$ cat config.mk
export PLATFORM = sky130hd
export DESIGN_NAME = cml_ram
export DESIGN_NICKNAME = d
export VERILOG_FILES = /design/src/hdl/cml_ram.sv
export SDC_FILE = /design/constraint.sdc
export NUM_CORES = 1
export LEC_CHECK = 0
export ABC_AREA = 1
export CAP_MARGIN = 20
export CELL_PAD_IN_SITES_DETAIL_PLACEMENT = 0
export CELL_PAD_IN_SITES_GLOBAL_PLACEMENT = 1
export CORE_UTILIZATION = 45
export DETAILED_ROUTE_END_ITERATION = 8
export DONT_BUFFER_PORTS = 1
export GPL_ROUTABILITY_DRIVEN = 0
export PLACE_DENSITY = 0.74
export SYNTH_ARGS = -nofsm -noshare
export SYNTH_HDL_FRONTEND = slang
export SYNTH_SLANG_ARGS = --single-unit
$ cat constraint.sdc
create_clock -name clk_i -period 1.5 [get_ports clk_i]
set_clock_uncertainty 0.2 [all_clocks]
set_input_delay 0.075 -clock clk_i [delete_from_list [all_inputs] [get_ports clk_i]]
set_output_delay 0.075 -clock clk_i [all_outputs]
set_load 0.02 [all_outputs]
$ cat src/hdl/cml_ram.sv
`default_nettype none
module cml_ram #(
  parameter int unsigned WIDTH = 8,
  parameter int unsigned DEPTH = 16
) (
  input  wire                                   clk_i,
  input  wire                                   we_i,
  input  wire  [(DEPTH > 1 ? $clog2(DEPTH) : 1)-1:0] waddr_i,
  input  wire  [WIDTH-1:0]                      wdata_i,
  input  wire                                   re_i,
  input  wire  [(DEPTH > 1 ? $clog2(DEPTH) : 1)-1:0] raddr_i,
  output logic [WIDTH-1:0]                      rdata_o
);

  logic [WIDTH-1:0] mem_q [DEPTH];

  always_ff @(posedge clk_i) begin
    if (we_i) begin
      mem_q[waddr_i] <= wdata_i;
    end
    if (re_i) begin
      rdata_o <= mem_q[raddr_i];
    end
  end

endmodule
`default_nettype wire

==> flow_summary.yaml <==
run_status:
  outcome: "finished, violations left"
  failed_checks: "negative hold slack"
route:
  wl_mm: 13.80
  route.detailed.drc: 0
  vias: 3751
  postRouteAntennaNets: 0
  dr.pass1.iters: 4
  drt_first_iter_violations: 322
  routed_via_density: 4.897
  post_drt_wl_per_cell_um: 18.02
worst_setup_path:
  regToRegStartpoint: "mem_q[5][7]"
  r2r_cells: 6
  cp.arrival_ps: 1340
  cp-start-kind: "register"
  cp_max_fo: 1
  end_kind: "register"
  critical_path_class: "reg2reg"
  crit_required_ps: 1470
  r2r_slack_ps: 120
  rr_endpoint: "rdata_o[7]"
logic_synthesis:
  syn-cell-area_mm2: 0.005847
  synthesis.nets: 570
  synth_top_cell_by_area: "edfxtp_1"
  netlist_top_cells_area: "edfxtp_1, nand2_1, nand3_1, inv_1, buf_6"
  synth.distinct_cells: 11
  synth_warnings: 0
  ys_seq_area_share_pct: 69.85
  avgSynthCellArea_um2: 10.61
  synth-seq-cells: 136
  synthCells: 551
  synth_top_cell_area_share_pct: 69.85
grt:
  antenna_found_initial: 1
  track_usage_pct: 22.43
  grt_pass1_vias: 3488
  grt_pass1_wl_mm: 20.78
  grt_max_degree: 66
  grt.overflow.total: 0
hold_path:
  hold_depth: 2
  holdPathEnd: "rdata_o[6]"
  hold_class: "in2reg"
  min_from: "raddr_i[3]"
layout:
  multi_input_area_mm2: 0.001214
  regArea_mm2: 0.004084
  final_cell_mix: "nand2_1, edfxtp_1, inv_1, nand3_1, buf_4"
  syn2layout_area_growth_pct: 17.44
  layout_commonest_cell: "nand2_1"
  fillers: 1107
  fin_nets: 599
  drive_gt1_share_pct: 9.106
place:
  numPortBuffers: 0
  dp_hpwl_mm: 7.957
  pre_cts_ws_ps: 125.4
run:
  drv_cap: 0
floorplan:
  die_y_um: 116.0
  die_x_um: 116.0
  start_util_pct: 46.33
  io-pin-count: 27
  die_area_mm2: 0.01345
  fp.coreArea_mm2: 0.01262
  row_count: 41
sta:
  fin_tns_setup_ps: 0
  setup_slack_ps: 123.7
  tightestPinTransition_ps: 832.0
  worst_hold_slack_ps: -319.9
  maxSlewHeadroom_pct: 44.35
  finalCriticalPeriod_ps: 1376
  fmax_mhz: 726.6
  setup_violations: 0
  rsz0062_at_grt: "no"
  finalCritPeriodShare_pct: 91.75
  hold_viol_final: 8
  drv_slew: 0
clock_network:
  h-tree-depth: 4
  clk_pin_slew_ps: 60
  cts.path.max_buffers: 2
  cts_hold_buffers: 12
  cts_root_buf: "clkbuf_16"
  clock_sinks: 136
  cts_tree: "yes"
  cts_made_buffers: 17
  clk_latency_ps: 420
pwr:
  p_per_area_mw_per_mm2: 1371
  p_leak_nw: 2.923
  ir_drop_uv: 852.8
==> cells in the mapped netlist <==
master / number
buf_4: 4
inv_2: 2
edfxtp_1: 136
nand3b_1: 2
buf_2: 13
inv_1: 100
nand3_1: 97
nand2_1: 173
nor2_1: 17
buf_6: 6
buf_1: 1
==> worst max path at each step <==
stage	startpoint	end	slack (ps)	depth (start not counted)
floorplan	waddr_i[2]	mem_q[10][0]	270	2
global placement	raddr_i[1]	rdata_o[6]	120	6
detailed placement	raddr_i[1]	rdata_o[6]	130	6
CTS	mem_q[11][1]	rdata_o[1]	100	6
global route	mem_q[11][1]	rdata_o[1]	40	6
finish	mem_q[5][7]	rdata_o[7]	120	6
==> sequential cells by signal, summed over array words and instances, names as in the netlist <==
register	flops
rdata_o	8
mem_q	128
==> critical path, stage by stage (launching register included) <==
cell and delay, ps:
edfxtp_1 370, inv_1 60, nand2_1 40, nand3_1 80, nand3_1 140, nand3_1 170, nand2_1 70
==> report_power, final <==
group	switching (mW)	internal (mW)
logic	0.301	0.148
registers	0.0517	4.29
clock network	1.53	3.10
total	1.88	7.53
==> through the flow <==
step                power, mW  cells  cell area, µm²  util (%)  hold WS (ps)
finish                  9.415    766            6867     54.41        -319.9
global route            9.681    765            6864     54.39        -319.1
CTS                     9.478    765            6864     54.39        -334.5
detailed placement      4.772    721            6086     48.23        -25.53
global placement        4.768    721            6086     48.23        -25.39
floorplan               4.704    551            5847         -        -26.13
==> repair_timing <==
action | CTS | global route
resized for setup | 0 | 0
hold endpoints to repair | 208 | 8
buffers inserted | 0 | 0
==> metal layers <==
layer | GRT usage, % | vias up | part of all wire [%]
met5 | 0 | - | 0.094
met4 | 8.632 | 2 | 1.5
met3 | 6.119 | 19 | 7.5
met2 | 33.25 | 124 | 47
met1 | 31.46 | 1765 | 44
li1 | - | 1841 | -
==> final cells by class <==
class,count,share of cell area [%]
Tap cell,172,3.134
Timing Repair Buffer,34,4.519
Antenna cell,1,0.03644
Sequential cell,136,59.48
Clock buffer,18,6.250
Inverter,102,5.576
Multi-Input combinational cell,289,17.67
Clock inverter,14,3.335
==> logic make-up (layout without fill, tap and decap cells) <==
logic type,Yosys count,in the layout,synth area share [%]
other cells,0,1,0
buf+inv,126,168,9.394
simple gates,289,289,20.76
flops,136,136,69.85
Note: power is estimated with default switching activity, not from simulation.
