File: src/hdl/cml_pkg.sv
`default_nettype none
package cml_pkg;

  localparam int unsigned PROB_W  = 17;
  localparam int unsigned ACC_W   = 26;
  localparam int unsigned MAG_W   = 21;
  localparam int unsigned FRAC_W  = 24;

  localparam logic [PROB_W-1:0] ONE_Q16   = 17'd65536;
  localparam logic [MAG_W-1:0]  FLOOR_MAG = 21'd1509022;
  localparam logic [31:0]       LN2_Q32   = 32'd2977044472;
  localparam logic signed [ACC_W-1:0] ACC_MIN = -26'sd33554432;

  localparam logic [1:0] KIND_PROB  = 2'd0;
  localparam logic [1:0] KIND_COUNT = 2'd1;
  localparam logic [1:0] KIND_OBS   = 2'd2;

  typedef struct packed {
    logic              start;
    logic [PROB_W-1:0] prob;
  } lu_req_t;

  typedef struct packed {
    logic             done;
    logic [MAG_W-1:0] mag;
  } lu_rsp_t;

endpackage
`default_nettype wire

File: src/hdl/cml_log_unit.sv
`default_nettype none
module cml_log_unit (
  input  wire               clk_i,
  input  wire               rst_ni,
  input  cml_pkg::lu_req_t  req_i,
  output cml_pkg::lu_rsp_t  rsp_o
);
  import cml_pkg::*;

  localparam logic [1:0] L_IDLE = 2'd0;
  localparam logic [1:0] L_SQ   = 2'd1;
  localparam logic [1:0] L_MUL  = 2'd2;

  logic [1:0]        state_q, state_d;
  logic [30:0]       m_q, m_d;
  logic [FRAC_W-1:0] frac_q, frac_d;
  logic [4:0]        e_q, e_d;
  logic [4:0]        cnt_q, cnt_d;
  logic [MAG_W-1:0]  mag_q, mag_d;
  logic              done_q, done_d;

  logic [PROB_W-1:0] p_clamp;
  logic [4:0]        e_new;
  logic [61:0]       sq;
  logic [31:0]       sq_sh;
  logic [28:0]       mag_q24;
  logic [60:0]       prod;

  always_comb begin
    p_clamp = (req_i.prob > ONE_Q16) ? ONE_Q16 : req_i.prob;
    e_new   = 5'd0;
    for (int i = 0; i < PROB_W; i++) begin
      if (p_clamp[i]) begin
        e_new = 5'(i);
      end
    end
    sq      = {31'b0, m_q} * {31'b0, m_q};
    sq_sh   = sq[61:30];
    mag_q24 = {5'd16 - e_q, 24'b0} - {5'b0, frac_q};
    prod    = {32'b0, mag_q24} * {29'b0, LN2_Q32} + (61'd1 << 39);
  end

  always_comb begin
    state_d = state_q;
    m_d     = m_q;
    frac_d  = frac_q;
    e_d     = e_q;
    cnt_d   = cnt_q;
    mag_d   = mag_q;
    done_d  = 1'b0;
    case (state_q)
      L_IDLE: begin
        if (req_i.start) begin
          if (req_i.prob == '0) begin
            mag_d  = FLOOR_MAG;
            done_d = 1'b1;
          end else begin
            e_d     = e_new;
            m_d     = 31'({14'b0, p_clamp} << (5'd30 - e_new));
            frac_d  = '0;
            cnt_d   = '0;
            state_d = L_SQ;
          end
        end
      end
      L_SQ: begin
        // one fraction bit of log2 per squaring
        if (sq_sh[31]) begin
          m_d    = sq_sh[31:1];
          frac_d = {frac_q[FRAC_W-2:0], 1'b1};
        end else begin
          m_d    = sq_sh[30:0];
          frac_d = {frac_q[FRAC_W-2:0], 1'b0};
        end
        cnt_d = cnt_q + 5'd1;
        if (cnt_q == 5'(FRAC_W - 1)) begin
          state_d = L_MUL;
        end
      end
      L_MUL: begin
        mag_d   = prod[60:40];
        done_d  = 1'b1;
        state_d = L_IDLE;
      end
      default: state_d = L_IDLE;
    endcase
  end

  always_ff @(posedge clk_i or negedge rst_ni) begin
    if (!rst_ni) begin
      state_q <= L_IDLE;
      done_q  <= 1'b0;
    end else begin
      state_q <= state_d;
      done_q  <= done_d;
    end
  end

  always_ff @(posedge clk_i) begin
    m_q    <= m_d;
    frac_q <= frac_d;
    e_q    <= e_d;
    cnt_q  <= cnt_d;
    mag_q  <= mag_d;
  end

  assign rsp_o.done = done_q;
  assign rsp_o.mag  = mag_q;

endmodule
`default_nettype wire

File: config.mk
export PLATFORM = sky130hd
export DESIGN_NAME = cml_log_unit
export DESIGN_NICKNAME = d
export VERILOG_FILES = /design/src/hdl/cml_pkg.sv /design/src/hdl/cml_log_unit.sv
export SDC_FILE = /design/constraint.sdc
export NUM_CORES = 2
export LEC_CHECK = 0
export BUFFER_PORTS_ARGS = -buffer_cell sky130_fd_sc_hd__buf_2
export CAP_MARGIN = 10
export CORE_MARGIN = 2
export CORE_UTILIZATION = 45
export DETAILED_ROUTE_END_ITERATION = 6
export PLACE_DENSITY_LB_ADDON = 0.1
export SLEW_MARGIN = 5
export SYNTH_ARGS = -nofsm -noshare
export SYNTH_HDL_FRONTEND = slang
export SYNTH_SLANG_ARGS = --single-unit
File: constraint.sdc
create_clock -name clk_i -period 12.4 [get_ports clk_i]
set_clock_uncertainty 0.05 [all_clocks]
set_input_delay 0.62 -clock clk_i [delete_from_list [all_inputs] [get_ports clk_i]]
set_output_delay 0.62 -clock clk_i [all_outputs]
set_load 0.01 [all_outputs]
==> run metrics <==
CP most frequent cell=fa_1; CTS H-tree lvls=3; max-cap violations=0; Die W=329 microns; share of cells above drive strength 1=between 3 and 4%; Netlist cell types=98; Final ANT Viol Nets=0; crit path max fanout=14; total negative setup slack=0 ps; syn_area_per_cell=a little over 9 sq um; Worst EP required=12490 ps; I/O Pins=42; crit-path max cell delay=~720 ps; Reg-to-Reg Start=frac_q[0]; CTS Buf Count=9; worst setup path endpoint=mag_q[16]; vias in the first global route=35900; final hold viol count=0; 1st-pass router iterations=6; worst setup path start=frac_q[0]; die area=108000 sq um; Clock Latency Late Sink=390 ps; Area Overhead vs Synth=4.74%; r2r endpoint=mag_q[16]; mapped cell area=47400 sq um; Setup CP Type=reg2reg; total core area=approximately 100000 sq um; FF+latch count, synth=89; period utilization=90.0%; asr flop ratio synth=3.37%; Root Driver=clkbuf_16; Worst path slowest cell=or4b_2; first-pass GRT wire length=around 210000 microns; routed vias=around 33000; vias per inst=approximately 5.2; worst rel slew slack=between 30% and 40%; Syn Inst Count=between 5000 and 6000; sequential-to-total area share from yosys stat=under 10%; Iter 0 DRT Violations=around 1900; Worst setup SP type=flip-flop; Max clock buf depth=2; Worst Setup End Kind=flip-flop; # setup viols final=0; actual slew at the worst max-slew pin=just over 1000 ps; prevailing post-synth register cell=edfxtp_1; status=finished, final reports clean; Post-synth EDFFs=86; # nets final=6730; GRT overflow=0; Reg2Reg Depth=26; Row Count=119; main area contributors after synthesis=fa_1 43%, ha_1 16%, inv_1 11%; All-Layer GR Usage=roughly a quarter; Critical Path AT=approximately 11000 ps; post-synth top area share=a little over two fifths; CTS tree=yes; Fmax=about 90 MHz; initial core utilization=a little under half; Hold Crit Class=reg2reg; initial antenna violation count=4; crit path time final=~11000 ps; buffers added on ports=41; syn nets=between 6000 and 7000; unrepaired setup endpoints after global routing=false; Synth area leader=fa_1; most common cell in the netlist=inv_1; residual DRC count=0; WL/cell=between 20 and 25 microns; # clock sinks=approximately 90; largest net degree at the start of global routing=61; setup slack, reg-to-reg=around 1200 ps; dpl hpwl=approximately 110000 microns; Post-Route WL=130000 microns; clk slew on worst S/H paths=~70 ps; commonest cells in the netlist=1379 x inv_1, 1027 x fa_1, 606 x ha_1; Synth Warn #=0; gpl congestion=~0.90; Die Y=329 microns; Slew Limit Fails=0
[worst min-delay path by stage]
stage | startpoint | end | slack (ps) | depth (start not counted)
after floorplan | rst_ni | done_q | 270 | 0
after global placement | rst_ni | done_q | 370 | 1
after detailed placement | rst_ni | done_q | 370 | 1
after CTS | req_i[17] | done_q | 470 | 3
after global routing | rst_ni | done_q | 520 | 2
final | state_q[0] | done_q | 500 | 1
[logic make-up (layout without fill, tap and decap cells)]
group / after synthesis / count (layout) / share of synthesized area, %
fa+ha+maj: 1633 / 1633 / 59.4
buf+inv: 1542 / 1524 / 12.3
simple gates: 1064 / 1064 / 10.9
compound gates: 558 / 558 / 7.69
xor+xnor: 175 / 175 / 3.28
flops: 89 / 89 / 5.61
mux: 39 / 39 / 0.895
other cells: 0 / 1 / 0
[flip-flops by register name (all words and copies together) (netlist names)]
register  flops
m_q          31
frac_q       24
cnt_q         5
e_q           5
done_q        1
state_q       2
mag_q        21
[critical path, delay by kind of cell (launching register included)]
family,cells,cell delay (ps)
flops,1,650
simple gates,7,2750
buf+inv,3,460
compound gates,6,2480
fa+ha+maj,8,3860
xor+xnor,2,640
[per-layer routing]
layer  GRT usage [%]  wire length (microns)
met1            35.5                  58600
met2            42.6                  63200
met3            2.77                   5750
met4            3.92                   1920
met5               0                      0
[cells in the final DEF, fill, tap and decap left out, types with 19 or more instances in the layout]
master and n:
inv_1 1379, fa_1 1027, ha_1 606, nand2_1 395, and2_1 207, nor2_1 205, a21oi_1 141, o21ai_0 122
xnor2_1 91, a21o_1 86, edfxtp_1 86, xor2_1 81, buf_4 70, nor3_1 53, nand3_1 43, buf_2 41
mux2i_1 30, nand4_1 28, nor2b_1 26, a211oi_1 22, o211ai_1 20, nand2b_1 19, o21a_1 19
[what timing repair did]
action / 4_1_cts / 5_1_grt
setup endpoints to repair: 0 / 0
gates resized for setup: 0 / 0
hold buffers: 1 / 0
hold endpoints to repair: 3 / 0
setup buffers: 0 / 0
[area by class of cell]
type                       instances  area, sq um
clock buffer                       9          225
antenna                            1         2.50
timing repair buffer             112          741
fill                           10300        55200
multi-input combinational       3469        38900
tap                             1391         1740
clock inverter                     7         82.6
sequential                        89         2660
inverter                        1396         5240
[through the flow]
stage / setup WS [ps] / util, % / cells / area [sq um] / hold slack [ps]
global route: 515 / 47.4 / 6473 / 49600 / 515
detailed placement: 1350 / 47.0 / 6456 / 49300 / 368
CTS: 1300 / 47.4 / 6473 / 49600 / 471
finish: 1240 / 47.4 / 6474 / 49600 / 497
global placement: 1470 / 47.0 / 6456 / 49300 / 367
floorplan: 2610 / - / 5100 / 47400 / 274
Power is not shown: default switching activity piles up to over one toggle a cycle in this logic, so the estimate is an artifact.
